`config.mk`:
```
export PLATFORM = sky130hd
export DESIGN_NAME = sparse_set_key_value_store
export DESIGN_NICKNAME = d
export VERILOG_FILES = /design/src/hw/rtl/sskv_pkg.sv /design/src/hw/rtl/sskv_ram.sv /design/src/hw/rtl/sskv_ctrl.sv /design/src/hw/rtl/sparse_set_key_value_store.sv
export SDC_FILE = /design/constraint.sdc
export NUM_CORES = 2
export LEC_CHECK = 0
export ABC_CLOCK_PERIOD_IN_PS = 32400
export BUFFER_PORTS_ARGS = -buffer_cell sky130_fd_sc_hd__buf_4
export CORE_MARGIN = 2
export CORE_UTILIZATION = 65
export CTS_CLUSTER_DIAMETER = 40
export DETAILED_ROUTE_END_ITERATION = 8
export GPL_ROUTABILITY_DRIVEN = 0
export PLACE_DENSITY = 0.82
export SLEW_MARGIN = 20
export SYNTH_ARGS = -nofsm -noshare
export SYNTH_HDL_FRONTEND = slang
export SYNTH_SLANG_ARGS = --single-unit
```
`constraint.sdc`:
```
create_clock -name clk -period 32.4 [get_ports clk]
set_input_delay 3.24 -clock clk [delete_from_list [all_inputs] [get_ports clk]]
set_output_delay 3.24 -clock clk [all_outputs]
set_load 0.05 [all_outputs]
```
`src/hw/rtl/sskv_pkg.sv`:
```
// Package for the sparse-set key-value store: sizes, command and result words,
// memory request structs and the sequencer state type.
// No dependencies.
package sskv_pkg;

    localparam int KEY_BITS   = 8;
    localparam int CAPACITY   = 16;
    localparam int VALUE_BITS = 32;
    localparam int POS_BITS   = $clog2(CAPACITY);
    localparam int COUNT_BITS = $clog2(CAPACITY + 1);
    localparam int KEY_SLOTS  = 1 << KEY_BITS;

    typedef enum logic [2:0] {
        KIND_INSERT = 3'd0,
        KIND_ERASE  = 3'd1,
        KIND_LOOKUP = 3'd2,
        KIND_READ   = 3'd3,
        KIND_WRITE  = 3'd4
    } kind_t;

    typedef enum logic [1:0] {
        STATUS_OK        = 2'd0,
        STATUS_NOT_FOUND = 2'd1,
        STATUS_FULL      = 2'd2,
        STATUS_RANGE     = 2'd3
    } status_t;

    typedef struct packed {
        kind_t                  kind;
        logic [KEY_BITS-1:0]    key;
        logic [VALUE_BITS-1:0]  value;
        logic [POS_BITS-1:0]    position;
    } cmd_t;

    typedef struct packed {
        status_t                status;
        logic [KEY_BITS-1:0]    out_key;
        logic [VALUE_BITS-1:0]  out_value;
        logic [COUNT_BITS-1:0]  entry_count;
    } result_t;

    typedef struct packed {
        logic [KEY_BITS-1:0]    key;
        logic [VALUE_BITS-1:0]  value;
    } dense_entry_t;

    typedef struct packed {
        logic                   we;
        logic [KEY_BITS-1:0]    waddr;
        logic [POS_BITS-1:0]    wdata;
        logic [KEY_BITS-1:0]    raddr;
    } idx_req_t;

    typedef struct packed {
        logic                   we;
        logic [POS_BITS-1:0]    waddr;
        dense_entry_t           wdata;
        logic [POS_BITS-1:0]    raddr;
    } dense_req_t;

    typedef enum logic [2:0] {
        ST_IDLE,
        ST_INDEX,
        ST_DENSE,
        ST_MOVE,
        ST_POS
    } state_t;

endpackage

```
`src/hw/rtl/sskv_ram.sv`:
```
// Simple dual-port synchronous RAM: one write port, one read port with
// registered read data. No dependencies.
module sskv_ram #(
    parameter int DEPTH = 16,
    parameter int WIDTH = 8
) (
    input  logic                     clk,
    input  logic                     we,
    input  logic [$clog2(DEPTH)-1:0] waddr,
    input  logic [WIDTH-1:0]         wdata,
    input  logic [$clog2(DEPTH)-1:0] raddr,
    output logic [WIDTH-1:0]         rdata
);

    logic [WIDTH-1:0] mem [DEPTH];
    logic [WIDTH-1:0] rdata_reg;

    always_ff @(posedge clk)
    begin
        if (we)
        begin
            mem[waddr] <= wdata;
        end
        rdata_reg <= mem[raddr];
    end

    assign rdata = rdata_reg;

endmodule

```
`src/hw/rtl/sskv_ctrl.sv`:
```
// Sequencer for the sparse-set store: reads the index and dense memories,
// checks membership, writes back and forms the result word.
// Depends on sskv_pkg.
module sskv_ctrl (
    input  logic                        clk,
    input  logic                        rst_n,
    input  logic                        start,
    input  sskv_pkg::cmd_t              cmd,
    output logic                        busy,
    output logic                        done,
    output sskv_pkg::result_t           result,
    output sskv_pkg::idx_req_t          idx_req,
    input  logic [sskv_pkg::POS_BITS-1:0] idx_rdata,
    output sskv_pkg::dense_req_t        dense_req,
    input  sskv_pkg::dense_entry_t      dense_rdata
);

    sskv_pkg::state_t                      state_reg, state_next;
    sskv_pkg::cmd_t                        cmd_reg, cmd_next;
    logic [sskv_pkg::COUNT_BITS-1:0]       count_reg, count_next;
    logic [sskv_pkg::POS_BITS-1:0]         pos_reg, pos_next;
    logic                                  done_reg, done_next;
    sskv_pkg::result_t                     result_reg, result_next;
    logic [sskv_pkg::COUNT_BITS-1:0]       last;

    assign last = count_reg - sskv_pkg::COUNT_BITS'(1);

    always_ff @(posedge clk or negedge rst_n)
    begin
        if (!rst_n)
        begin
            state_reg <= sskv_pkg::ST_IDLE;
            count_reg <= '0;
            done_reg  <= 1'b0;
        end
        else
        begin
            state_reg <= state_next;
            count_reg <= count_next;
            done_reg  <= done_next;
        end
    end

    always_ff @(posedge clk)
    begin
        cmd_reg    <= cmd_next;
        pos_reg    <= pos_next;
        result_reg <= result_next;
    end

    always_comb
    begin
        state_next  = state_reg;
        cmd_next    = cmd_reg;
        count_next  = count_reg;
        pos_next    = pos_reg;
        done_next   = 1'b0;
        result_next = result_reg;

        idx_req         = '0;
        idx_req.raddr   = cmd_reg.key;
        dense_req       = '0;
        dense_req.raddr = pos_reg;

        case (state_reg)
            sskv_pkg::ST_IDLE:
            begin
                idx_req.raddr   = cmd.key;
                dense_req.raddr = cmd.position;
                if (start)
                begin
                    cmd_next = cmd;
                    case (cmd.kind)
                        sskv_pkg::KIND_INSERT, sskv_pkg::KIND_ERASE,
                        sskv_pkg::KIND_LOOKUP, sskv_pkg::KIND_WRITE:
                        begin
                            state_next = sskv_pkg::ST_INDEX;
                        end
                        sskv_pkg::KIND_READ:
                        begin
                            state_next = sskv_pkg::ST_POS;
                        end
                        default:
                        begin
                            // unused kinds: report ok and the count, change nothing
                            done_next               = 1'b1;
                            result_next             = '0;
                            result_next.status      = sskv_pkg::STATUS_OK;
                            result_next.entry_count = count_reg;
                        end
                    endcase
                end
            end

            sskv_pkg::ST_INDEX:
            begin
                // index word gives the candidate dense slot
                dense_req.raddr = idx_rdata;
                pos_next        = idx_rdata;
                state_next      = sskv_pkg::ST_DENSE;
            end

            sskv_pkg::ST_DENSE:
            begin
                state_next              = sskv_pkg::ST_IDLE;
                done_next               = 1'b1;
                result_next             = '0;
                result_next.status      = sskv_pkg::STATUS_OK;
                result_next.entry_count = count_reg;
                // member only when slot is live and its key matches
                if ((sskv_pkg::COUNT_BITS'(pos_reg) < count_reg)
                    && (dense_rdata.key == cmd_reg.key))
                begin
                    case (cmd_reg.kind)
                        sskv_pkg::KIND_INSERT, sskv_pkg::KIND_WRITE:
                        begin
                            dense_req.we          = 1'b1;
                            dense_req.waddr       = pos_reg;
                            dense_req.wdata.key   = cmd_reg.key;
                            dense_req.wdata.value = cmd_reg.value;
                        end
                        sskv_pkg::KIND_ERASE:
                        begin
                            // fetch the last entry to fill the hole
                            dense_req.raddr = last[sskv_pkg::POS_BITS-1:0];
                            done_next       = 1'b0;
                            state_next      = sskv_pkg::ST_MOVE;
                        end
                        sskv_pkg::KIND_LOOKUP:
                        begin
                            result_next.out_value = dense_rdata.value;
                        end
                        default:
                        begin
                        end
                    endcase
                end
                else
                begin
                    case (cmd_reg.kind)
                        sskv_pkg::KIND_INSERT:
                        begin
                            if (count_reg >= sskv_pkg::COUNT_BITS'(sskv_pkg::CAPACITY))
                            begin
                                result_next.status = sskv_pkg::STATUS_FULL;
                            end
                            else
                            begin
                                dense_req.we            = 1'b1;
                                dense_req.waddr         = count_reg[sskv_pkg::POS_BITS-1:0];
                                dense_req.wdata.key     = cmd_reg.key;
                                dense_req.wdata.value   = cmd_reg.value;
                                idx_req.we              = 1'b1;
                                idx_req.waddr           = cmd_reg.key;
                                idx_req.wdata           = count_reg[sskv_pkg::POS_BITS-1:0];
                                count_next              = count_reg + sskv_pkg::COUNT_BITS'(1);
                                result_next.entry_count = count_next;
                            end
                        end
                        default:
                        begin
                            result_next.status = sskv_pkg::STATUS_NOT_FOUND;
                        end
                    endcase
                end
            end

            sskv_pkg::ST_MOVE:
            begin
                // move last entry into the hole and repoint its index word
                dense_req.we            = 1'b1;
                dense_req.waddr         = pos_reg;
                dense_req.wdata         = dense_rdata;
                idx_req.we              = 1'b1;
                idx_req.waddr           = dense_rdata.key;
                idx_req.wdata           = pos_reg;
                count_next              = last;
                done_next               = 1'b1;
                result_next             = '0;
                result_next.status      = sskv_pkg::STATUS_OK;
                result_next.entry_count = last;
                state_next              = sskv_pkg::ST_IDLE;
            end

            sskv_pkg::ST_POS:
            begin
                done_next               = 1'b1;
                result_next             = '0;
                result_next.entry_count = count_reg;
                if (sskv_pkg::COUNT_BITS'(cmd_reg.position) < count_reg)
                begin
                    result_next.status    = sskv_pkg::STATUS_OK;
                    result_next.out_key   = dense_rdata.key;
                    result_next.out_value = dense_rdata.value;
                end
                else
                begin
                    result_next.status = sskv_pkg::STATUS_RANGE;
                end
                state_next = sskv_pkg::ST_IDLE;
            end

            default:
            begin
                state_next = sskv_pkg::ST_IDLE;
            end
        endcase
    end

    assign busy   = (state_reg != sskv_pkg::ST_IDLE);
    assign done   = done_reg;
    assign result = result_reg;

endmodule

```
`src/hw/rtl/sparse_set_key_value_store.sv`:
```
// Top level of the sparse-set key-value store: sequencer plus index and dense
// memories. Depends on sskv_pkg, sskv_ram and sskv_ctrl.
//
// Usage: drive cmd and raise start while busy is low; the word is taken at
// that clock edge. cmd.kind selects insert, erase, lookup, read at a dense
// position or value write. Exactly one result word follows on result, valid
// for one cycle while done is high; the receiver must take it then.
// Insert, lookup and write step through an index read, a dense read and the
// write-back or result; erase adds one more dense read for the last entry,
// then moves it into the hole; a position read needs only the dense read, and
// unused kinds answer straight from idle. The single read port of each memory
// puts these steps one after another. busy falls on the cycle done rises, so
// a new command may be issued while the result shows.
// Reset clears the entry count and the sequencer; memory contents are left
// as they are, since membership is checked against the live dense keys and
// needs no clearing pass.
module sparse_set_key_value_store (
    input  logic                 clk,
    input  logic                 rst_n,
    input  logic                 start,
    input  sskv_pkg::cmd_t       cmd,
    output logic                 busy,
    output logic                 done,
    output sskv_pkg::result_t    result
);

    sskv_pkg::idx_req_t                 idx_req;
    sskv_pkg::dense_req_t               dense_req;
    logic [sskv_pkg::POS_BITS-1:0]      idx_rdata;
    sskv_pkg::dense_entry_t             dense_rdata;

    sskv_ctrl u_ctrl (
        .clk         (clk),
        .rst_n       (rst_n),
        .start       (start),
        .cmd         (cmd),
        .busy        (busy),
        .done        (done),
        .result      (result),
        .idx_req     (idx_req),
        .idx_rdata   (idx_rdata),
        .dense_req   (dense_req),
        .dense_rdata (dense_rdata)
    );

    sskv_ram #(
        .DEPTH (sskv_pkg::KEY_SLOTS),
        .WIDTH (sskv_pkg::POS_BITS)
    ) u_index_ram (
        .clk   (clk),
        .we    (idx_req.we),
        .waddr (idx_req.waddr),
        .wdata (idx_req.wdata),
        .raddr (idx_req.raddr),
        .rdata (idx_rdata)
    );

    sskv_ram #(
        .DEPTH (sskv_pkg::CAPACITY),
        .WIDTH ($bits(sskv_pkg::dense_entry_t))
    ) u_dense_ram (
        .clk   (clk),
        .we    (dense_req.we),
        .waddr (dense_req.waddr),
        .wdata (dense_req.wdata),
        .raddr (dense_req.raddr),
        .rdata (dense_rdata)
    );

endmodule

```
Yosys cells after proc, flatten, opt, wreduce, memory -nomap -nowiden
Memory sizes are Yosys's and may differ from the RTL's. A register that Yosys moved wholly into a read port is not among the register bits.
Cells that the tools add are included.
{"block": "word_totals", "inputBits": 50, "memories": 2, "reg_bits": 107, "wordCells": 89, "out_inout_bits": 49, "ram_bits": 1664}
{"block": "classes", "n_reduce_logical": 14, "n_eq_ne": 15, "mux": 41, "n_lt_le_gt_ge": 3, "n_addsub": 2}
{"memory": "u_index_ram.mem", "depth": 256, "width": 4, "rd": 1, "rd_clocked_by_memory_dff": 1, "wr": 1, "line_no": "sskv_ram.sv:15", "text": "logic [WIDTH-1:0] mem [DEPTH];"}
{"memory": "u_dense_ram.mem", "depth": 16, "width": 40, "rd": 1, "rd_clocked_by_memory_dff": 1, "wr": 1, "line_no": "sskv_ram.sv:15"}
{"cell": "$pmux 47 s4", "count": 1}
{"cell": "$mux 45", "count": 4}
{"cell": "$mux 47", "count": 2}
{"cell": "$pmux 45 s2", "count": 1}
{"cell": "$mux 32", "count": 2}
{"cell": "$mux 40", "count": 1}
{"cell": "$mux 13", "count": 3}
{"cell": "$pmux 13 s2", "count": 1}
{"cell": "$eq 3x2->1 const B", "count": 5}
{"cell": "$mux 5", "count": 3}
{"cell": "$pmux 4 s3", "count": 1}
{"cell": "$lt 4x5->1", "count": 2}
{"cell": "$mux 2", "count": 5}
{"cell": "$pmux 5 s2", "count": 1}
{"cell": "$eq 3x1->1 const B", "count": 3}
{"cell": "$eq 3x3->1 const B", "count": 3}
{"cell": "$logic_not 3->1", "count": 3}
{"cell": "$pmux 3 s3", "count": 1}
{"cell": "$eq 8x8->1", "count": 1}
{"cell": "$mux 1", "count": 8}
{"cell": "$mux 4", "count": 2}
{"cell": "$mux 8", "count": 1}
{"cell": "$mux 3", "count": 2}
{"cell": "$pmux 3 s2", "count": 1}
{"cell": "other kinds (15)", "count": 18}

Longest topological paths before layout
{"block": "logic_depth", "depth_word": 7, "mapped_depth": 16}

By module
From an unflattened synthesis, not the netlist that was laid out.
{"block": "hier_totals", "hier_cells": 3484, "hier_area_um2": 70978.1}
{"module": "sskv_ram at u_index_ram", "n_inst": 1, "area_each_um2": 40675.3, "cells_each": 2051, "seq_area_each_um2": 30829.6}
{"module": "sskv_ram at u_dense_ram", "n_inst": 1, "area_each_um2": 25131.6, "cells_each": 1040, "seq_area_each_um2": 20019.2}
{"module": "sskv_ctrl", "n_inst": 1, "area_each_um2": 5171.2, "cells_each": 393, "seq_area_each_um2": 3168.0}

Least setup slack after synthesis
Ideal clock, no wire load.
{"block": "synth_path", "kind": "register to register", "startpoint": "register u_ctrl.count_reg[3] in the netlist's numbering", "endpoint": "memory u_index_ram.mem[0][1] in the netlist's numbering (data pin)", "t_arrival_ns": 11.826, "setup_ns": 2.189, "slack_ns": 18.386, "required_ns": 30.211, "stages_incl_launch_ff": 11, "path_cell_list": "dfrtp_1 > inv_1 > ha_1 > nor2b_1 > nand2_1 > o2111ai_1 > buf_2 > and3_1 > nand2_1 > clkbuf_1 > o21ai_0"}
{"element": "start: declaration", "line_no": "sskv_ctrl.sv:20", "text": "logic [sskv_pkg::COUNT_BITS-1:0] count_reg, count_next;"}
{"element": "start signal: assignment", "line_no": "sskv_ctrl.sv:39", "text": "count_reg <= count_next;"}
{"element": "end: declaration", "line_no": "sskv_ram.sv:15"}

Worst setup path after layout
{"block": "layout_path", "startpoint": "input port cmd[36] in the netlist's numbering", "endpoint": "register u_index_ram.rdata_reg[3] (netlist: u_index_ram.rdata[3]) (read register of u_index_ram.mem)"}
{"block": "layout_between", "elab_chain_cells": 1}
{"element": "start: declaration", "line_no": "sparse_set_key_value_store.sv:21", "text": "input sskv_pkg::cmd_t cmd,"}
{"element": "$mux 8", "line_no": "sskv_ctrl.sv:65", "text": "case (state_reg)"}
{"element": "end: declaration", "line_no": "sskv_ram.sv:16", "text": "logic [WIDTH-1:0] rdata_reg;"}
No other way between the ends.
A chain may end at the register's enable or synchronous reset.

==> impl_metrics.ini <==
[finish]
fin_util_pct = 73.3
largestRegisters = u_index_ram.mem (1024), u_dense_ram.mem (640)
area_growth_pct = 12.3
drive_gt1_share_pct = 10.8
largest_register_ffs = 1024
largest-register = u_index_ram.mem
fin_nets = 5211

[cts]
cts-hold-fix-buffers = 0
root_buffer = clkbuf_16
cts_post_setup_buffers_inserted = 0
numCtsBuffers = 190
cts_tree = done
ctsResizeCount = 0
h-tree-depth = 4
cts_sinks = 1815
clockBufferDepth = 3
worstSkewPairLatency_ns = 0.82
cts.clk_slew.worst_paths_ns = 0.06

[routing]
drt-wirelength-per-cell_um = 28.3
drc_errors = 5
ant_nets = 0
first_iter_violations = 7154
first_pass_iters = 9
wirelength_um = 193000
num_vias = 46300
via_per_inst = 6.80

[pwr]
powerDensity_nw_per_um2 = 91.4
ir_drop_uv = 108
p_leak_nw = 28.3

[synth]
yosysUniqueCellTypes = 71
ys.flop_type = edfxtp_1
synth.area.top_cells = edfxtp_1, nand2_1, mux2i_1, nand3_1, nor2_1
synth_most_common_cell = edfxtp_1
synth_commonest_cells = edfxtp_1, nand2_1, nor2_1
yosysSeqAreaShare_pct = 75.1
synth-edff-count = 1762
ys_seq_elements = 1815
synthArstFlopShare_pct = 0.496
synth.top_cell.area_share_pct = 73.6
syn-num-nets = 5165
synth.avg_cell_area_um2 = 14.1
syn_area_um2 = 71900
yosys_warnings = 0
synthCells = 5106
yosysTopAreaCell = edfxtp_1

[outcome]
violations = DRC
status = complete, but fails checks

[placement]
io_buffers = 98
dp_hpwl_um = 102000

[global_routing]
grt_max_degree = 218
track_usage_pct = 33.9
antenna_found_initial = 13
grt_pass1_wl_um = 282000
gr-total-overflow = 0
grt_pass1_vias = 45700

[sta]
period_share_pct = 23.1
clock_skew_ns = 0.0441
setup_viol = 0
timing.fmax_mhz = 133
hold_viol_final = 0
fin_crit_ns = 7.49
timing.setup.tns_ns = 0
rsz0062_at_grt = false
worst_pin_slew_ns = 1.17
slew_violations = 0
slew_headroom_pct = 22.3

[worst_setup_path]
crit_chain = buf_4, or4b_1, buf_4, and2_4, buf_12, buf_4, nor2_1, nor2_1, o21ai_0, a2111oi_0, nor4_1, a31oi_1, and3_1
cp_data_arrival_time_ns = 8.24
endpoint_kind = flop
cp_slowest_cell = buf_4
crit_top_cell = buf_4
required_ns = 33.15
cp_max_fo = 179
slowest_delay_ns = 0.81
start_kind = input port
critPathKind = input port to flop

[floorplanning]
die_h_um = 337
die_w_um = 337
rows = 122
initial_utilization_pct = 65.2
die_area_um2 = 113000
ioPinCount = 99
core_area_um2 = 110000

[worst_hold_path]
hp-class = flop to flop

[job]
cap_viol_max_count = 0
[cells by family after synthesis]
| family | after synthesis | synth area share, % |
|---|---|---|
| mux | 313 | 4.53 |
| xor+xnor | 11 | 0.134 |
| compound gates | 686 | 6.23 |
| simple gates | 1921 | 11.7 |
| buf+inv | 351 | 2.16 |
| fa+ha+maj | 9 | 0.157 |
| flops | 1815 | 75.1 |
[power by group]
part / internal (mW) / switching (mW) / total [mW]
combinational: 0.656 / 1.60 / 2.26
sequential: 2.76 / 0.0782 / 2.84
clock: 1.34 / 0.944 / 2.28
total: 4.75 / 2.62 / 7.38
[cell type report]
class	instances	area, um2
antenna	4	10.0
clock buffer	213	4940
clock inverter	141	1710
fill	6401	29500
inverter	21	78.8
multi-input combinational	2940	16700
sequential	1815	54000
tap	1488	1860
timing repair buffer	184	1480
[cell usage in the layout, fill, tap and decap left out, drive strengths merged, types with 7 or more instances in the layout]
master / n
a32oi: 8
nor3: 18
a21o: 7
a211oi: 42
edfxtp: 1762
a221oi: 43
nor2: 368
clkinvlp: 10
nand2b: 11
nand3: 291
nand2: 973
and2: 37
a21oi: 172
o2111ai: 11
o22ai: 157
dfrtp: 9
xor2: 8
o21ai: 44
nor2b: 8
a311oi: 11
ha: 9
dfxtp: 44
mux4: 10
a2111oi: 9
buf: 184
inv: 43
and3: 102
clkinv: 81
bufinv: 28
mux2i: 302
clkbuf: 213
nand4: 10
nor4: 30
a31oi: 104
a22o: 34
or4: 48
[worst paths after layout]
| kind | startpoint | to | slack (ns) | cells after the start |
|---|---|---|---|---|
| hold / removal | u_dense_ram.rdata[24] | u_ctrl.result[29] | 0.55 | 1 |
| hold reg to reg | u_dense_ram.rdata[24] | u_ctrl.result[29] | 0.55 | 1 |
| min in group asynchronous | rst_n | u_ctrl.state_reg[2] | 2.25 | 1 |
| max in group asynchronous | rst_n | u_ctrl.count_reg[1] | 29.98 | 1 |
| setup reg to reg | u_ctrl.count_reg[3] | u_dense_ram.rdata[3] | 26.25 | 14 |
| setup / recovery | cmd[36] | u_index_ram.rdata[3] | 24.91 | 13 |
[layer usage]
| metal | vias to the layer above | part of all wire [%] | global-route usage (%) |
|---|---|---|---|
| met4 | 16 | 6.1 | 19.1 |
| met3 | 780 | 13 | 8.66 |
| met2 | 3844 | 46 | 52.8 |
| met1 | 22300 | 34 | 44.1 |
| li1 | 19300 | - | - |
| met5 | - | 0.060 | 0 |
[stage by stage]
| stage | power, mW | instance area [um2] | hold slack [ns] | cells | worst slack [ns] |
|---|---|---|---|---|---|
| after CTS | 7.31 | 80700 | 0.551 | 6800 | 25.13 |
| after detailed placement | 5.02 | 74000 | 0.521 | 6446 | 24.37 |
| final | 7.38 | 80800 | 0.554 | 6806 | 24.91 |
| after global routing | 7.58 | 80700 | 0.565 | 6803 | 24.80 |
| after floorplan | 4.38 | 71900 | 0.408 | 5106 | 18.39 |
| after global placement | 4.97 | 74000 | 0.521 | 6446 | 24.56 |
[critical path, delay by kind of cell]
| kind | cells | cell delay (ns) |
|---|---|---|
| buf+inv | 4 | 2.06 |
| simple gates | 6 | 1.48 |
| compound gates | 3 | 1.21 |
No activity file was read; power rests on OpenSTA's default activity.
